`config.mk`:
```
export PLATFORM = sky130hd
export DESIGN_NAME = lisp_token_scanner
export DESIGN_NICKNAME = d
export VERILOG_FILES = /design/src/sv/lts_pkg.sv /design/src/sv/lts_front.sv /design/src/sv/lts_queue.sv /design/src/sv/lts_back.sv /design/src/sv/lisp_token_scanner.sv
export VERILOG_INCLUDE_DIRS = /design/src /design/src/sv
export SDC_FILE = /design/constraint.sdc
export NUM_CORES = 1
export LEC_CHECK = 0
export ABC_AREA = 1
export ABC_CLOCK_PERIOD_IN_PS = 24200
export BUFFER_PORTS_ARGS = -buffer_cell sky130_fd_sc_hd__buf_4
export CAP_MARGIN = 5
export CELL_PAD_IN_SITES_DETAIL_PLACEMENT = 0
export CELL_PAD_IN_SITES_GLOBAL_PLACEMENT = 2
export CORE_UTILIZATION = 45
export DETAILED_ROUTE_END_ITERATION = 7
export GPL_TIMING_DRIVEN = 0
export PLACE_DENSITY = 0.89
export REMOVE_ABC_BUFFERS = 1
export SYNTH_ARGS = -nofsm -noshare
export SYNTH_HDL_FRONTEND = slang
export SYNTH_HIERARCHICAL = 1
export SYNTH_SLANG_ARGS = --single-unit
```
`constraint.sdc`:
```
create_clock -name clk_i -period 24.2 [get_ports clk_i]
set_input_delay 4.84 -clock clk_i [delete_from_list [all_inputs] [get_ports clk_i]]
set_output_delay 4.84 -clock clk_i [all_outputs]
set_load 0.005 [all_outputs]
```
`src/sv/lisp_token_scanner_assert.svh`:
```
// Assertion macros for the lisp token scanner.
// Each use names its label and expects clk_i and rst_ni in scope.
`ifndef LISP_TOKEN_SCANNER_ASSERT_SVH
`define LISP_TOKEN_SCANNER_ASSERT_SVH

// Same-cycle implication.
`define LTS_ASSERT_IMPL(label, ante, cons) \
  label: assert property (@(posedge clk_i) disable iff (!rst_ni) (ante) |-> (cons)) \
    else $error("lisp_token_scanner: same-cycle check failed");

// Next-cycle implication.
`define LTS_ASSERT_NEXT(label, ante, cons) \
  label: assert property (@(posedge clk_i) disable iff (!rst_ni) (ante) |=> (cons)) \
    else $error("lisp_token_scanner: next-cycle check failed");

`endif

```
`src/sv/lts_pkg.sv`:
```
// Shared types and constants of the lisp token scanner.
// No dependencies; used by every module of the block.
package lts_pkg;

  localparam int ROW_BITS         = 16;
  localparam int COL_BITS         = 16;
  localparam int LEN_BITS         = 8;
  localparam int MAX_TOKEN_LENGTH = 255;
  localparam int VALUE_BITS       = 64;
  localparam int KIND_BITS        = 4;
  localparam int BASE_BITS        = 5;
  localparam int Q_DEPTH          = 4;
  localparam int Q_PTR_BITS       = $clog2(Q_DEPTH);

  typedef enum logic [1:0] {
    MODE_IDLE,
    MODE_NUMBER,
    MODE_SYMBOL,
    MODE_COMMENT
  } scan_mode_e;

  typedef enum logic [KIND_BITS-1:0] {
    KIND_NUMBER   = 4'd0,
    KIND_SYMBOL   = 4'd1,
    KIND_LPAREN   = 4'd2,
    KIND_RPAREN   = 4'd3,
    KIND_LBRACE   = 4'd4,
    KIND_RBRACE   = 4'd5,
    KIND_LBRACKET = 4'd6,
    KIND_RBRACKET = 4'd7,
    KIND_QUOTE    = 4'd8,
    KIND_BACKTICK = 4'd9,
    KIND_TILDE    = 4'd10,
    KIND_AT       = 4'd11,
    KIND_CARET    = 4'd12,
    KIND_END      = 4'd13
  } tok_kind_e;

  localparam logic [BASE_BITS-1:0] BASE_BIN   = 5'd2;
  localparam logic [BASE_BITS-1:0] BASE_OCT   = 5'd8;
  localparam logic [BASE_BITS-1:0] BASE_DEC   = 5'd10;
  localparam logic [BASE_BITS-1:0] BASE_HEX   = 5'd16;
  localparam logic [BASE_BITS-1:0] DIGIT_NONE = 5'd17;

  localparam logic [7:0] CH_NEWLINE  = 8'h0a;
  localparam logic [7:0] CH_SPACE    = 8'h20;
  localparam logic [7:0] CH_QUOTE    = 8'h27;
  localparam logic [7:0] CH_LPAREN   = 8'h28;
  localparam logic [7:0] CH_RPAREN   = 8'h29;
  localparam logic [7:0] CH_ZERO     = 8'h30;
  localparam logic [7:0] CH_NINE     = 8'h39;
  localparam logic [7:0] CH_SEMI     = 8'h3b;
  localparam logic [7:0] CH_AT       = 8'h40;
  localparam logic [7:0] CH_UPPER_A  = 8'h41;
  localparam logic [7:0] CH_UPPER_F  = 8'h46;
  localparam logic [7:0] CH_LBRACKET = 8'h5b;
  localparam logic [7:0] CH_RBRACKET = 8'h5d;
  localparam logic [7:0] CH_CARET    = 8'h5e;
  localparam logic [7:0] CH_BACKTICK = 8'h60;
  localparam logic [7:0] CH_LOWER_A  = 8'h61;
  localparam logic [7:0] CH_LOWER_B  = 8'h62;
  localparam logic [7:0] CH_LOWER_F  = 8'h66;
  localparam logic [7:0] CH_LOWER_O  = 8'h6f;
  localparam logic [7:0] CH_LOWER_X  = 8'h78;
  localparam logic [7:0] CH_LBRACE   = 8'h7b;
  localparam logic [7:0] CH_RBRACE   = 8'h7d;
  localparam logic [7:0] CH_TILDE    = 8'h7e;

  typedef struct packed {
    tok_kind_e               kind;
    logic [ROW_BITS-1:0]     row;
    logic [COL_BITS-1:0]     col;
    logic [LEN_BITS-1:0]     len;
    logic [VALUE_BITS-1:0]   value;
  } token_t;

  // One queue entry holds every word caused by one character.
  typedef struct packed {
    token_t first;
    token_t second;
    logic   two;
  } q_entry_t;

  typedef struct packed {
    logic full;
    logic empty;
  } q_status_t;

endpackage

```
`src/sv/lts_front.sv`:
```
// Front end of the lisp token scanner: accepts characters, tracks scan state,
// and builds the queue entry of finished tokens. Depends on lts_pkg.
module lts_front (
  input  logic              clk_i,
  input  logic              rst_ni,
  input  logic              in_valid_i,
  output logic              in_stall_o,
  input  logic [7:0]        char_code_i,
  input  logic              end_of_source_i,
  input  lts_pkg::q_status_t q_status_i,
  output logic              push_o,
  output lts_pkg::q_entry_t entry_o
);
  import lts_pkg::*;

  function automatic logic [BASE_BITS-1:0] digit_of(input logic [7:0] ch);
    logic [7:0] diff;
    diff = 8'd0;
    if (ch >= CH_ZERO && ch <= CH_NINE) begin
      diff = ch - CH_ZERO;
    end else if (ch >= CH_LOWER_A && ch <= CH_LOWER_F) begin
      diff = ch - CH_LOWER_A + 8'd10;
    end else if (ch >= CH_UPPER_A && ch <= CH_UPPER_F) begin
      diff = ch - CH_UPPER_A + 8'd10;
    end else begin
      diff = {3'd0, DIGIT_NONE};
    end
    return diff[BASE_BITS-1:0];
  endfunction

  scan_mode_e            mode_q, mode_d;
  logic [BASE_BITS-1:0]  base_q, base_d;
  logic [VALUE_BITS-1:0] acc_q, acc_d;
  logic [ROW_BITS-1:0]   open_row_q, open_row_d;
  logic [COL_BITS-1:0]   open_col_q, open_col_d;
  logic [LEN_BITS-1:0]   len_q, len_d;
  logic [ROW_BITS-1:0]   line_q, line_d;
  logic [COL_BITS-1:0]   col_q, col_d;
  logic                  finished_q, finished_d;

  logic                  accept;
  logic                  is_nl, is_space, is_semi, is_digit, is_single;
  tok_kind_e             single_kind;
  logic [BASE_BITS-1:0]  digit;
  logic [VALUE_BITS-1:0] acc_scaled;
  logic [LEN_BITS-1:0]   len_grown;
  logic                  flush_valid;
  token_t                flush_tok, second_tok;
  logic                  emit_flush, emit_second, restart;

  assign in_stall_o = q_status_i.full;
  assign accept     = in_valid_i && !q_status_i.full;

  assign is_nl    = (char_code_i == CH_NEWLINE);
  assign is_space = (char_code_i == CH_SPACE);
  assign is_semi  = (char_code_i == CH_SEMI);
  assign is_digit = (char_code_i >= CH_ZERO) && (char_code_i <= CH_NINE);
  assign digit    = digit_of(char_code_i);

  always_comb begin
    is_single   = 1'b1;
    single_kind = KIND_END;
    unique case (char_code_i)
      CH_LPAREN:   single_kind = KIND_LPAREN;
      CH_RPAREN:   single_kind = KIND_RPAREN;
      CH_LBRACE:   single_kind = KIND_LBRACE;
      CH_RBRACE:   single_kind = KIND_RBRACE;
      CH_LBRACKET: single_kind = KIND_LBRACKET;
      CH_RBRACKET: single_kind = KIND_RBRACKET;
      CH_QUOTE:    single_kind = KIND_QUOTE;
      CH_BACKTICK: single_kind = KIND_BACKTICK;
      CH_TILDE:    single_kind = KIND_TILDE;
      CH_AT:       single_kind = KIND_AT;
      CH_CARET:    single_kind = KIND_CARET;
      default:     is_single   = 1'b0;
    endcase
  end

  // Scale by the base with shifts, plus one add for decimal.
  always_comb begin
    case (base_q)
      BASE_BIN: acc_scaled = acc_q << 1;
      BASE_OCT: acc_scaled = acc_q << 3;
      BASE_HEX: acc_scaled = acc_q << 4;
      default:  acc_scaled = (acc_q << 3) + (acc_q << 1);
    endcase
  end

  assign len_grown = (len_q < LEN_BITS'(MAX_TOKEN_LENGTH)) ? len_q + 1'b1 : len_q;

  // A prefix with no digits is dropped.
  assign flush_valid = (mode_q == MODE_SYMBOL) ||
                       ((mode_q == MODE_NUMBER) &&
                        !((base_q != BASE_DEC) && (len_q <= LEN_BITS'(2))));

  always_comb begin
    flush_tok.kind  = (mode_q == MODE_NUMBER) ? KIND_NUMBER : KIND_SYMBOL;
    flush_tok.row   = open_row_q;
    flush_tok.col   = open_col_q;
    flush_tok.len   = len_q;
    flush_tok.value = (mode_q == MODE_NUMBER) ? acc_q : '0;
  end

  always_comb begin
    mode_d      = mode_q;
    base_d      = base_q;
    acc_d       = acc_q;
    open_row_d  = open_row_q;
    open_col_d  = open_col_q;
    len_d       = len_q;
    line_d      = line_q;
    col_d       = col_q;
    finished_d  = finished_q;
    restart     = 1'b0;
    emit_flush  = 1'b0;
    emit_second = 1'b0;
    second_tok.kind  = single_kind;
    second_tok.row   = line_q;
    second_tok.col   = col_q;
    second_tok.len   = LEN_BITS'(1);
    second_tok.value = '0;

    if (accept && !finished_q) begin
      if (end_of_source_i) begin
        emit_flush      = flush_valid;
        emit_second     = 1'b1;
        second_tok.kind = KIND_END;
        mode_d          = MODE_IDLE;
        finished_d      = 1'b1;
      end else begin
        unique case (mode_q)
          MODE_COMMENT: begin
            if (is_nl) mode_d = MODE_IDLE;
          end
          MODE_NUMBER: begin
            if ((base_q == BASE_DEC) && (len_q == LEN_BITS'(1)) && (acc_q == '0) &&
                (char_code_i == CH_LOWER_B || char_code_i == CH_LOWER_O ||
                 char_code_i == CH_LOWER_X)) begin
              base_d = (char_code_i == CH_LOWER_B) ? BASE_BIN :
                       (char_code_i == CH_LOWER_O) ? BASE_OCT : BASE_HEX;
              len_d  = len_grown;
            end else if (digit < base_q) begin
              acc_d = acc_scaled + {{(VALUE_BITS-BASE_BITS){1'b0}}, digit};
              len_d = len_grown;
            end else begin
              restart = 1'b1;
            end
          end
          MODE_SYMBOL: begin
            if (is_space || is_nl || is_single) restart = 1'b1;
            else len_d = len_grown;
          end
          MODE_IDLE: restart = 1'b1;
          default:   restart = 1'b1;
        endcase

        // Close the open token and scan this character as a new start.
        if (restart) begin
          emit_flush = flush_valid;
          open_row_d = line_q;
          open_col_d = col_q;
          len_d      = LEN_BITS'(1);
          if (is_space || is_nl) begin
            mode_d = MODE_IDLE;
          end else if (is_semi) begin
            mode_d = MODE_COMMENT;
          end else if (is_digit) begin
            mode_d = MODE_NUMBER;
            base_d = BASE_DEC;
            acc_d  = {{(VALUE_BITS-4){1'b0}}, char_code_i[3:0]};
          end else if (is_single) begin
            mode_d      = MODE_IDLE;
            emit_second = 1'b1;
          end else begin
            mode_d = MODE_SYMBOL;
          end
        end

        if (is_nl) begin
          if (line_q != '1) line_d = line_q + 1'b1;
          col_d = '0;
        end else if (col_q != '1) begin
          col_d = col_q + 1'b1;
        end
      end
    end
  end

  assign push_o         = emit_flush || emit_second;
  assign entry_o.first  = emit_flush ? flush_tok : second_tok;
  assign entry_o.second = second_tok;
  assign entry_o.two    = emit_flush && emit_second;

  always_ff @(posedge clk_i or negedge rst_ni) begin
    if (!rst_ni) begin
      mode_q     <= MODE_IDLE;
      base_q     <= BASE_DEC;
      acc_q      <= '0;
      open_row_q <= '0;
      open_col_q <= '0;
      len_q      <= '0;
      line_q     <= '0;
      col_q      <= '0;
      finished_q <= 1'b0;
    end else begin
      mode_q     <= mode_d;
      base_q     <= base_d;
      acc_q      <= acc_d;
      open_row_q <= open_row_d;
      open_col_q <= open_col_d;
      len_q      <= len_d;
      line_q     <= line_d;
      col_q      <= col_d;
      finished_q <= finished_d;
    end
  end

endmodule

```
`src/sv/lts_queue.sv`:
```
// Short entry queue between scanner front and output back end.
// Depends on lts_pkg for the entry type and depth.
module lts_queue (
  input  logic               clk_i,
  input  logic               rst_ni,
  input  logic               push_i,
  input  lts_pkg::q_entry_t  entry_i,
  input  logic               pop_i,
  output lts_pkg::q_entry_t  head_o,
  output lts_pkg::q_status_t status_o
);
  import lts_pkg::*;

  q_entry_t              slots_q [Q_DEPTH];
  logic [Q_PTR_BITS-1:0] wptr_q, rptr_q;
  logic [Q_PTR_BITS:0]   count_q;
  logic                  do_push, do_pop;

  assign status_o.full  = (count_q == (Q_PTR_BITS+1)'(Q_DEPTH));
  assign status_o.empty = (count_q == '0);
  assign do_push        = push_i && !status_o.full;
  assign do_pop         = pop_i && !status_o.empty;
  assign head_o         = slots_q[rptr_q];

  always_ff @(posedge clk_i) begin
    if (do_push) slots_q[wptr_q] <= entry_i;
  end

  always_ff @(posedge clk_i or negedge rst_ni) begin
    if (!rst_ni) begin
      wptr_q  <= '0;
      rptr_q  <= '0;
      count_q <= '0;
    end else begin
      if (do_push) begin
        wptr_q <= (wptr_q == Q_PTR_BITS'(Q_DEPTH-1)) ? '0 : wptr_q + 1'b1;
      end
      if (do_pop) begin
        rptr_q <= (rptr_q == Q_PTR_BITS'(Q_DEPTH-1)) ? '0 : rptr_q + 1'b1;
      end
      if (do_push && !do_pop) count_q <= count_q + 1'b1;
      else if (do_pop && !do_push) count_q <= count_q - 1'b1;
    end
  end

endmodule

```
`src/sv/lts_back.sv`:
```
// Back end of the lisp token scanner: splits queue entries into output words
// and holds them in the output register. Depends on lts_pkg.
module lts_back (
  input  logic               clk_i,
  input  logic               rst_ni,
  input  lts_pkg::q_entry_t  head_i,
  input  lts_pkg::q_status_t q_status_i,
  output logic               pop_o,
  output logic               out_valid_o,
  input  logic               out_stall_i,
  output lts_pkg::token_t    word_o,
  output logic               last_o
);
  import lts_pkg::*;

  token_t word_q;
  logic   valid_q, last_q, sel_q;
  logic   load, take, split;

  assign load  = !valid_q || !out_stall_i;
  assign take  = load && !q_status_i.empty;
  // First word of a two-word entry leaves the entry in the queue.
  assign split = !sel_q && head_i.two;
  assign pop_o = take && !split;

  always_ff @(posedge clk_i) begin
    if (take) word_q <= sel_q ? head_i.second : head_i.first;
  end

  always_ff @(posedge clk_i or negedge rst_ni) begin
    if (!rst_ni) begin
      valid_q <= 1'b0;
      last_q  <= 1'b0;
      sel_q   <= 1'b0;
    end else if (load) begin
      valid_q <= !q_status_i.empty;
      if (take) begin
        last_q <= !split;
        sel_q  <= split;
      end
    end
  end

  assign out_valid_o = valid_q;
  assign word_o      = word_q;
  assign last_o      = last_q;

endmodule

```
`src/sv/lisp_token_scanner.sv`:
```
// Lisp token scanner top level: front end, entry queue and back end.
// Depends on lts_pkg, lts_front, lts_queue, lts_back and the assert header.
//
// Usage:
//   Input channel: one source byte per word (char_code_i), or an end marker
//   (end_of_source_i high) that flushes the open token and emits the end token.
//   Output channel: one token per word, with last_of_run_o high on the final
//   token caused by an input word. A character gives zero, one or two tokens.
//   Throughput: one input word per cycle while in_stall_o is low; the front end scans
//   a character combinationally, with the number update done as shifts and adds.
//   Output: one token per cycle while out_stall_i is low and the queue holds
//   an entry, from the single output register. A token that an input word
//   completes passes through the queue and then the output register.
//   A four-entry queue decouples the sides; in_stall_o rises only when it is
//   full, so a stalled receiver backs up the input once four entries wait.
//   Reset clears the scan state to idle at row 0, column 0 and empties the
//   queue. After the end token, input words are taken and give nothing.
`include "lisp_token_scanner_assert.svh"

module lisp_token_scanner (
  input  logic                                 clk_i,
  input  logic                                 rst_ni,
  input  logic                                 in_valid_i,
  output logic                                 in_stall_o,
  input  logic [7:0]                           char_code_i,
  input  logic                                 end_of_source_i,
  output logic                                 out_valid_o,
  input  logic                                 out_stall_i,
  output logic [lts_pkg::KIND_BITS-1:0]        tok_kind_o,
  output logic [lts_pkg::ROW_BITS-1:0]         start_row_o,
  output logic [lts_pkg::COL_BITS-1:0]         start_column_o,
  output logic [lts_pkg::LEN_BITS-1:0]         token_length_o,
  output logic signed [lts_pkg::VALUE_BITS-1:0] number_value_o,
  output logic                                 last_of_run_o
);
  import lts_pkg::*;

  logic      push, pop;
  q_entry_t  entry, head;
  q_status_t q_status;
  token_t    word;

  lts_front u_front (
    .clk_i          (clk_i),
    .rst_ni         (rst_ni),
    .in_valid_i     (in_valid_i),
    .in_stall_o     (in_stall_o),
    .char_code_i    (char_code_i),
    .end_of_source_i(end_of_source_i),
    .q_status_i     (q_status),
    .push_o         (push),
    .entry_o        (entry)
  );

  lts_queue u_queue (
    .clk_i   (clk_i),
    .rst_ni  (rst_ni),
    .push_i  (push),
    .entry_i (entry),
    .pop_i   (pop),
    .head_o  (head),
    .status_o(q_status)
  );

  lts_back u_back (
    .clk_i      (clk_i),
    .rst_ni     (rst_ni),
    .head_i     (head),
    .q_status_i (q_status),
    .pop_o      (pop),
    .out_valid_o(out_valid_o),
    .out_stall_i(out_stall_i),
    .word_o     (word),
    .last_o     (last_of_run_o)
  );

  assign tok_kind_o     = word.kind;
  assign start_row_o    = word.row;
  assign start_column_o = word.col;
  assign token_length_o = word.len;
  assign number_value_o = $signed(word.value);

  `LTS_ASSERT_IMPL(a_no_push_when_full, push, !q_status.full)
  `LTS_ASSERT_IMPL(a_end_is_last, out_valid_o && tok_kind_o == KIND_END, last_of_run_o)
  `LTS_ASSERT_IMPL(a_first_is_open_token, out_valid_o && !last_of_run_o,
                   tok_kind_o == KIND_NUMBER || tok_kind_o == KIND_SYMBOL)
  `LTS_ASSERT_NEXT(a_second_follows, out_valid_o && !last_of_run_o && !out_stall_i,
                   out_valid_o)

endmodule
```
# Word level (Yosys, flattened, before mapping)
# Memories as Yosys holds them, arrays and structs flattened.
# Cells that the tools add are included.
[totals]
ff_bits = 262
inputBits = 13
ramBits = 580
romBits = 0
latchBits = 0
mem_count = 1
out_inout_bits = 111
elab_cells = 195
[op_classes]
bitwise_logic = 1
n_eq_ne = 33
n_div = 0
mux = 65
n_mul = 0
n_addsub = 14
shift = 0
n_reduce_logical = 52
order_cmp = 9
[memory_table]
columns = ["memory", "depth", "width", "rd", "rd_ports_with_merged_regs", "write_ports", "line", "text"]
rows = [
  ["u_queue.slots_q", 4, 145, 1, 0, 1, "lts_queue.sv:14", "q_entry_t slots_q [Q_DEPTH];"],
]
[ops]
columns = ["cell", "count"]
rows = [
  ["$mux W64", 8],
  ["$mux W108", 2],
  ["$pmux W64 S3", 1],
  ["$eq A8 B7 Y1 const B", 11],
  ["$add A64 B5 Y64", 1],
  ["$add A64 B64 Y64", 1],
  ["$logic_not A64 Y1", 1],
  ["$mux W5", 11],
  ["$pmux W4 S11", 1],
  ["$eq A8 B6 Y1 const B", 5],
  ["$mux W8", 5],
  ["$add A16 B1 Y16 const B", 2],
  ["$mux W16", 2],
  ["$ne A16 B16 Y1 const B", 2],
  ["$mux W2", 10],
  ["$mux W1", 19],
  ["$logic_and A1 B1 Y1", 18],
  ["$ge A8 B7 Y1 const B", 2],
  ["$le A8 B7 Y1 const B", 2],
  ["$pmux W8 S2", 1],
  ["$reduce_or A11 Y1", 1],
  ["$add A5 B4 Y5 const B", 2],
  ["$eq A5 B4 Y1 const B", 2],
  ["$logic_not A1 Y1", 10],
  ["34 further kinds", 54],
]

# Depth between registers and ports, before layout
[depth]
ltp_word = 20
depth_mapped = 34
ltp_nobuf = 33

# Hierarchy
# Netlist, hierarchy kept.
[modules_own_cells]
columns = ["module", "seq_area_each_um2", "cells_per_inst", "n_inst", "area_each_um2"]
rows = [
  ["lts_queue", 26240.2, 2592, 1, 35228.8],
  ["lts_front", 3606.0, 3153, 1, 17793.3],
  ["lts_back", 3318.2, 474, 1, 4705.8],
]

# Worst setup path before layout
# Ideal clock, no wire load.
[synth_timing]
kind = "input to register"
start = "input port char_code_i[0]"
end = "memory u_queue/slots_q[0][0] (netlist name) (enable)"
t_arrival_ps = 16169
setup_time_ps = 799
cell_stages = 26
required_ps = 23401
path_buffers = 1
slack_ps = 7232
path_cell_list = "inv_1 -> ha_1 -> nand2_1 -> nand3_1 -> nand2_1 -> inv_1 -> nor2_1 -> inv_1 -> o21ai_0 -> inv_1 -> ha_1 -> nand2_1 -> inv_1 -> nand3_1 -> a21oi_1 -> inv_1 -> nand2_1 -> nand2_1 -> nand2_1 -> inv_2 -> nand2_1 -> nand2_1 -> clkbuf_1 -> nand2_1 -> nand2_1 -> nor2_1"
[synth_between]
elab_chain_cells = 18
elab_cells_between_ends = 62
classes_between = "5 x add/sub; 7 x order compare; 17 x eq/ne; 22 x mux; 11 x reduce/logical"
[synth_lines]
columns = ["item", "line", "text"]
rows = [
  ["start, declared", "lisp_token_scanner.sv:25", "input logic [7:0] char_code_i,"],
  ["$sub A5 B1 Y5, or another cell as far along", "lts_front.sv:22, lts_front.sv:24", ""],
  ["$add A5 B4 Y5 or $logic_and A1 B1 Y1 (tied branches)", "lts_front.sv:22, lts_front.sv:24, lts_front.sv:23", ""],
  ["$mux W5", "lts_front.sv:23", "end else if (ch >= CH_UPPER_A && ch <= CH_UPPER_F) begin"],
  ["$mux W5", "lts_front.sv:21", "end else if (ch >= CH_LOWER_A && ch <= CH_LOWER_F) begin"],
  ["$mux W5", "lts_front.sv:19", "if (ch >= CH_ZERO && ch <= CH_NINE) begin"],
  ["$lt A5 B5 Y1", "lts_front.sv:142", "end else if (digit < base_q) begin"],
  ["$mux W1", "lts_front.sv:142", ""],
  ["$mux W1", "lts_front.sv:136", "if ((base_q == BASE_DEC) && (len_q == LEN_BITS'(1)) && (acc_q == '0) &&"],
  ["(+3 left out)", "n/a", ""],
  ["$mux W1", "lts_front.sv:158", "if (restart) begin"],
  ["$mux W1", "lts_front.sv:124", "if (end_of_source_i) begin"],
  ["$mux W1", "lts_front.sv:123", "if (accept && !finished_q) begin"],
  ["$logic_or A1 B1 Y1 (*)", "lts_front.sv:189", "assign push_o = emit_flush || emit_second;"],
  ["net push", "lisp_token_scanner.sv:38", "logic push, pop;"],
  ["$logic_and A1 B1 Y1 (*)", "lts_queue.sv:21", "assign do_push = push_i && !status_o.full;"],
  ["$mux W1 (*)", "lts_queue.sv:26", "if (do_push) slots_q[wptr_q] <= entry_i;"],
  ["$mux W1 (not written as such) (*)", "lts_queue.sv:26", ""],
  ["end, declared", "lts_queue.sv:14", ""],
]
# Mark *: on every way through the listed nets, which the timed path passes. The rest lies on a longest branch. The select of a mux whose other input is x is not followed.

# Worst setup path after layout
[layout_timing]
start = "input port char_code_i[0]"
end = "memory u_queue/slots_q[2][128] (netlist name) (enable)"
# The elaborated chain is that of the path after synthesis.

==> results.md <==
* Antenna violations before repair at 0
* Area grow syn2layout at 11.85%
* Ranking of synthesized cells by area: edfxtp_1 (51%), nand2_1 (13%), dfrtp_1 (6.6%)
* ANT nets after route at 0
* Worst setup EP type: flop
* Pwr dens at ~120 mW/mm^2
* Reg clk slew, reported paths at 60 ps
* Largest net degree at the start of global routing at around 100
* Max-Cap Viols at 0
* Drt first pass iters at 5
* Required @ worst endpoint at 24630 ps
* Hold Path Depth at 1
* Crit path max fanout at 26
* Non-Filler Instances at 8045
* RSZ-0062 raised after global routing: no
* Maximum VDD drop at 0.09363 mV
* HPWL Detailed at roughly 100 mm
* Crit-path slowest cell: nor2_4
* Xor/xnor share of the synthesized area at less than 1%
* Compound-cell area share of the yosys netlist at between 10% and 20%
* Syn avg cell area at around 9.3 sq um
* Sequential-to-total area share from yosys stat at 57.45%
* Final period util at between 30% and 40%
* Total gr overflow at 0
* #FFs+latches synth at ~1.1k
* Clock skew at roughly 55 ps
* Fmax at 0.1041 GHz
* Final setup viols at 0
* Later-pin clock latency in the skew report at around 740 ps
* Fin. Hold Viols at 0
* First-pass GRT wire length at around 230 mm
* Total track usage at between 20 and 25%
* CTS max path bufs at 3
* Proportion of layout cells with a drive suffix above 1 at 8.494%
* CP most frequent cell: nand2_1
* Crit Path Class: primary input to flop
* Core ar. at about 0.13 sq mm
* Min-Delay Path Class: flop to flop
* Max stage delay on crit path at 720 ps
* Status: complete, no violations
* DRC viols at 0
* Yosys warns at 6
* Worst-margin pin slew at roughly 1300 ps
* Die W at about 360 um
* Yosys top cell area share at 50.77%
* Final WL at roughly 150 mm
* Post_cts resized at 0
* Number of flops mapped to enable cells by yosys at between 900 and 1k
* Startpoint types: primary input
* Mapped Area at around 0.058 sq mm
* Row count at about 130
* Routability cong. at roughly 0.9
* Dominant synthesized flop cell: edfxtp_1
* Final min period at ~9600 ps
* Detailed-route via count at between 40k and 50k
* NumNets Final at between 6k and 7k
* Min Hold Slack at approximately 470 ps
* DRT iter0 DRCs at roughly 2.7k
* Cells after DPL at 7825
* Leakage at between 20 and 30 nW
* Rel. slew slack at roughly 15%
* Via density at between 5 and 6
* Drt wl/cell at about 18 um
* Final Slew Violations at 0
* R2R cell count at 23
* H-tree depth at 3
* Synth Instances at ~6.2k
* Mux cell area share after synthesis at 0%
* Worst EP arrival at 10040 ps
* Port Buf Inserts at approximately 120
* Clock sink total at between 1k and 1.5k
* Async S/R FF share, synth at a little over an eighth
* CTS Buf Count at roughly 110
* Largest family of logic cells by synthesized area: simple AND/OR/NAND/NOR gates
* Root Driver: clkbuf_16
* I/O pin count at approximately 120
* Number of post-CTS setup repair buffers at 0
* Synth Area in Adders at roughly 1.9%
* Initial core utilization at between 40 and 50%
* Synth area leader: edfxtp_1
* Die area at 0.1297 sq mm
* Synth Area in Simple Gates at a little under a fifth
* Hold_buf cts at 0
* Vias in the first global route at about 40k
* Number of fill cells at between 10k and 15k
* CTS tree: built
* Yosys cell types at 56
* Die Height at around 360 um
-- per-stage QoR --
stage / util (%) / setup TNS (ps) / power, mW / instance area, sq um / setup slack [ps]
finish: 50.70 / 0 / 7.689 / 64570 / 14600
floorplan: - / 0 / 5.122 / 56120 / 7279
global placement: 46.43 / -1809590 / 6.434 / 59130 / -2232
global route: 50.70 / 0 / 8.248 / 64560 / 14130
CTS: 50.66 / 0 / 7.743 / 64520 / 14660
detailed placement: 47.73 / 0 / 5.991 / 60780 / 13860
-- where the power goes --
part / total [mW] / internal (mW) / switching (mW)
Combinational: 3.32 / 1.08 / 2.24
Clock: 1.73 / 0.988 / 0.744
Sequential: 2.64 / 2.41 / 0.226
Total: 7.69 / 4.48 / 3.21
-- cell type report --
cell class,instances,area [sq um],share of cell area (%)
flip-flops and latches,1130,33180,51.38
multi-input cells,3851,19290,29.88
inverters,992,3746,5.802
clock buffers,157,3224,4.994
repair buffers,192,2527,3.914
well taps,1662,2079,3.221
clock inverters,59,518.0,0.8022
diodes,2,5.005,0.007751
-- metal layers --
metal / up-vias / track usage [%] / share of wire [%]
li1: 20545 / - / -
met1: 19606 / 31.16 / 46
met5: - / 0 / 0
met3: 185 / 3.341 / 5.0
met2: 834 / 37.94 / 47
met4: 0 / 6.243 / 2.3
-- cells in the final DEF (no fill, tap or decap), drive strengths merged, types with 2 or more instances in the layout --
master,n
nand2,2032
inv,998
edfxtp,976
o211ai,447
nor2,401
nand3,193
buf,192
o21ai,186
clkbuf,157
dfrtp,152
a21oi,148
ha,83
conb,72
nand4,52
o22ai,48
xor2,43
nor3,43
clkinv,43
o2111ai,18
nor4,16
xnor2,12
o21bai,11
a221oi,8
o221ai,6
bufinv,5
clkinvlp,5
a211oi,5
nand3b,5
o31ai,3
a21o,3
fa,3
and2,3
diode,2
o21a,2
and3,2
dfstp,2
-- worst max-delay path, delay by kind of cell --
kind	cells	cell delay (ps)
and+or+nand+nor	12	2700
buffers and inverters	9	1360
adders and majority gates	2	550
AOI/OAI and AO/OA	3	470
-- logic make-up after synthesis --
group | Yosys count
XOR/XNOR | 55
other | 2
buffers and inverters | 1308
AND/OR/NAND/NOR | 2749
adder cells (fa/ha/maj) | 86
AO/OA/AOI/OAI | 889
flip-flops | 1130
-- path summary, 6_finish.rpt --
path                                      endpoint  slack, ps                from
min in group asynchronous         u_front/col_q[5]       4060              rst_ni
max reg2reg                      u_front/acc_q[59]      18220   u_front/base_q[4]
max in group asynchronous             u_back/sel_q      19060              rst_ni
max                        u_queue/slots_q[2][128]      14600      char_code_i[0]
min reg2reg                     u_front/finished_q        470  u_front/finished_q
min                             u_front/finished_q        470  u_front/finished_q
-- synth_stat cells (all sizes together), types with 8 or more instances --
| library cell | instances |
|---|---|
| clkbuf | 56 |
| edfxtp | 976 |
| o22ai | 48 |
| dfrtp | 152 |
| nor2 | 401 |
| o2111ai | 18 |
| o211ai | 447 |
| nor4 | 16 |
| xnor2 | 12 |
| ha | 83 |
| xor2 | 43 |
| nand4 | 52 |
| o21ai | 186 |
| nor3 | 43 |
| o21bai | 11 |
| a221oi | 8 |
| nand3 | 193 |
| buf | 260 |
| inv | 991 |
| nand2 | 2032 |
| a21oi | 148 |
-- sequential cells by signal (all words and copies together) (netlist names), 2 cells and up --
register / flops
u_back/word_o: 108
u_front/open_row_q: 16
u_front/acc_q: 64
u_front/mode_q: 2
u_front/col_q: 16
u_queue/rptr_q: 2
u_queue/wptr_q: 2
u_queue/slots_q: 868
u_front/line_q: 16
u_front/open_col_q: 16
u_queue/count_q: 3
u_front/len_q: 8
u_front/base_q: 5
Note: power is estimated with default switching activity, not from simulation.
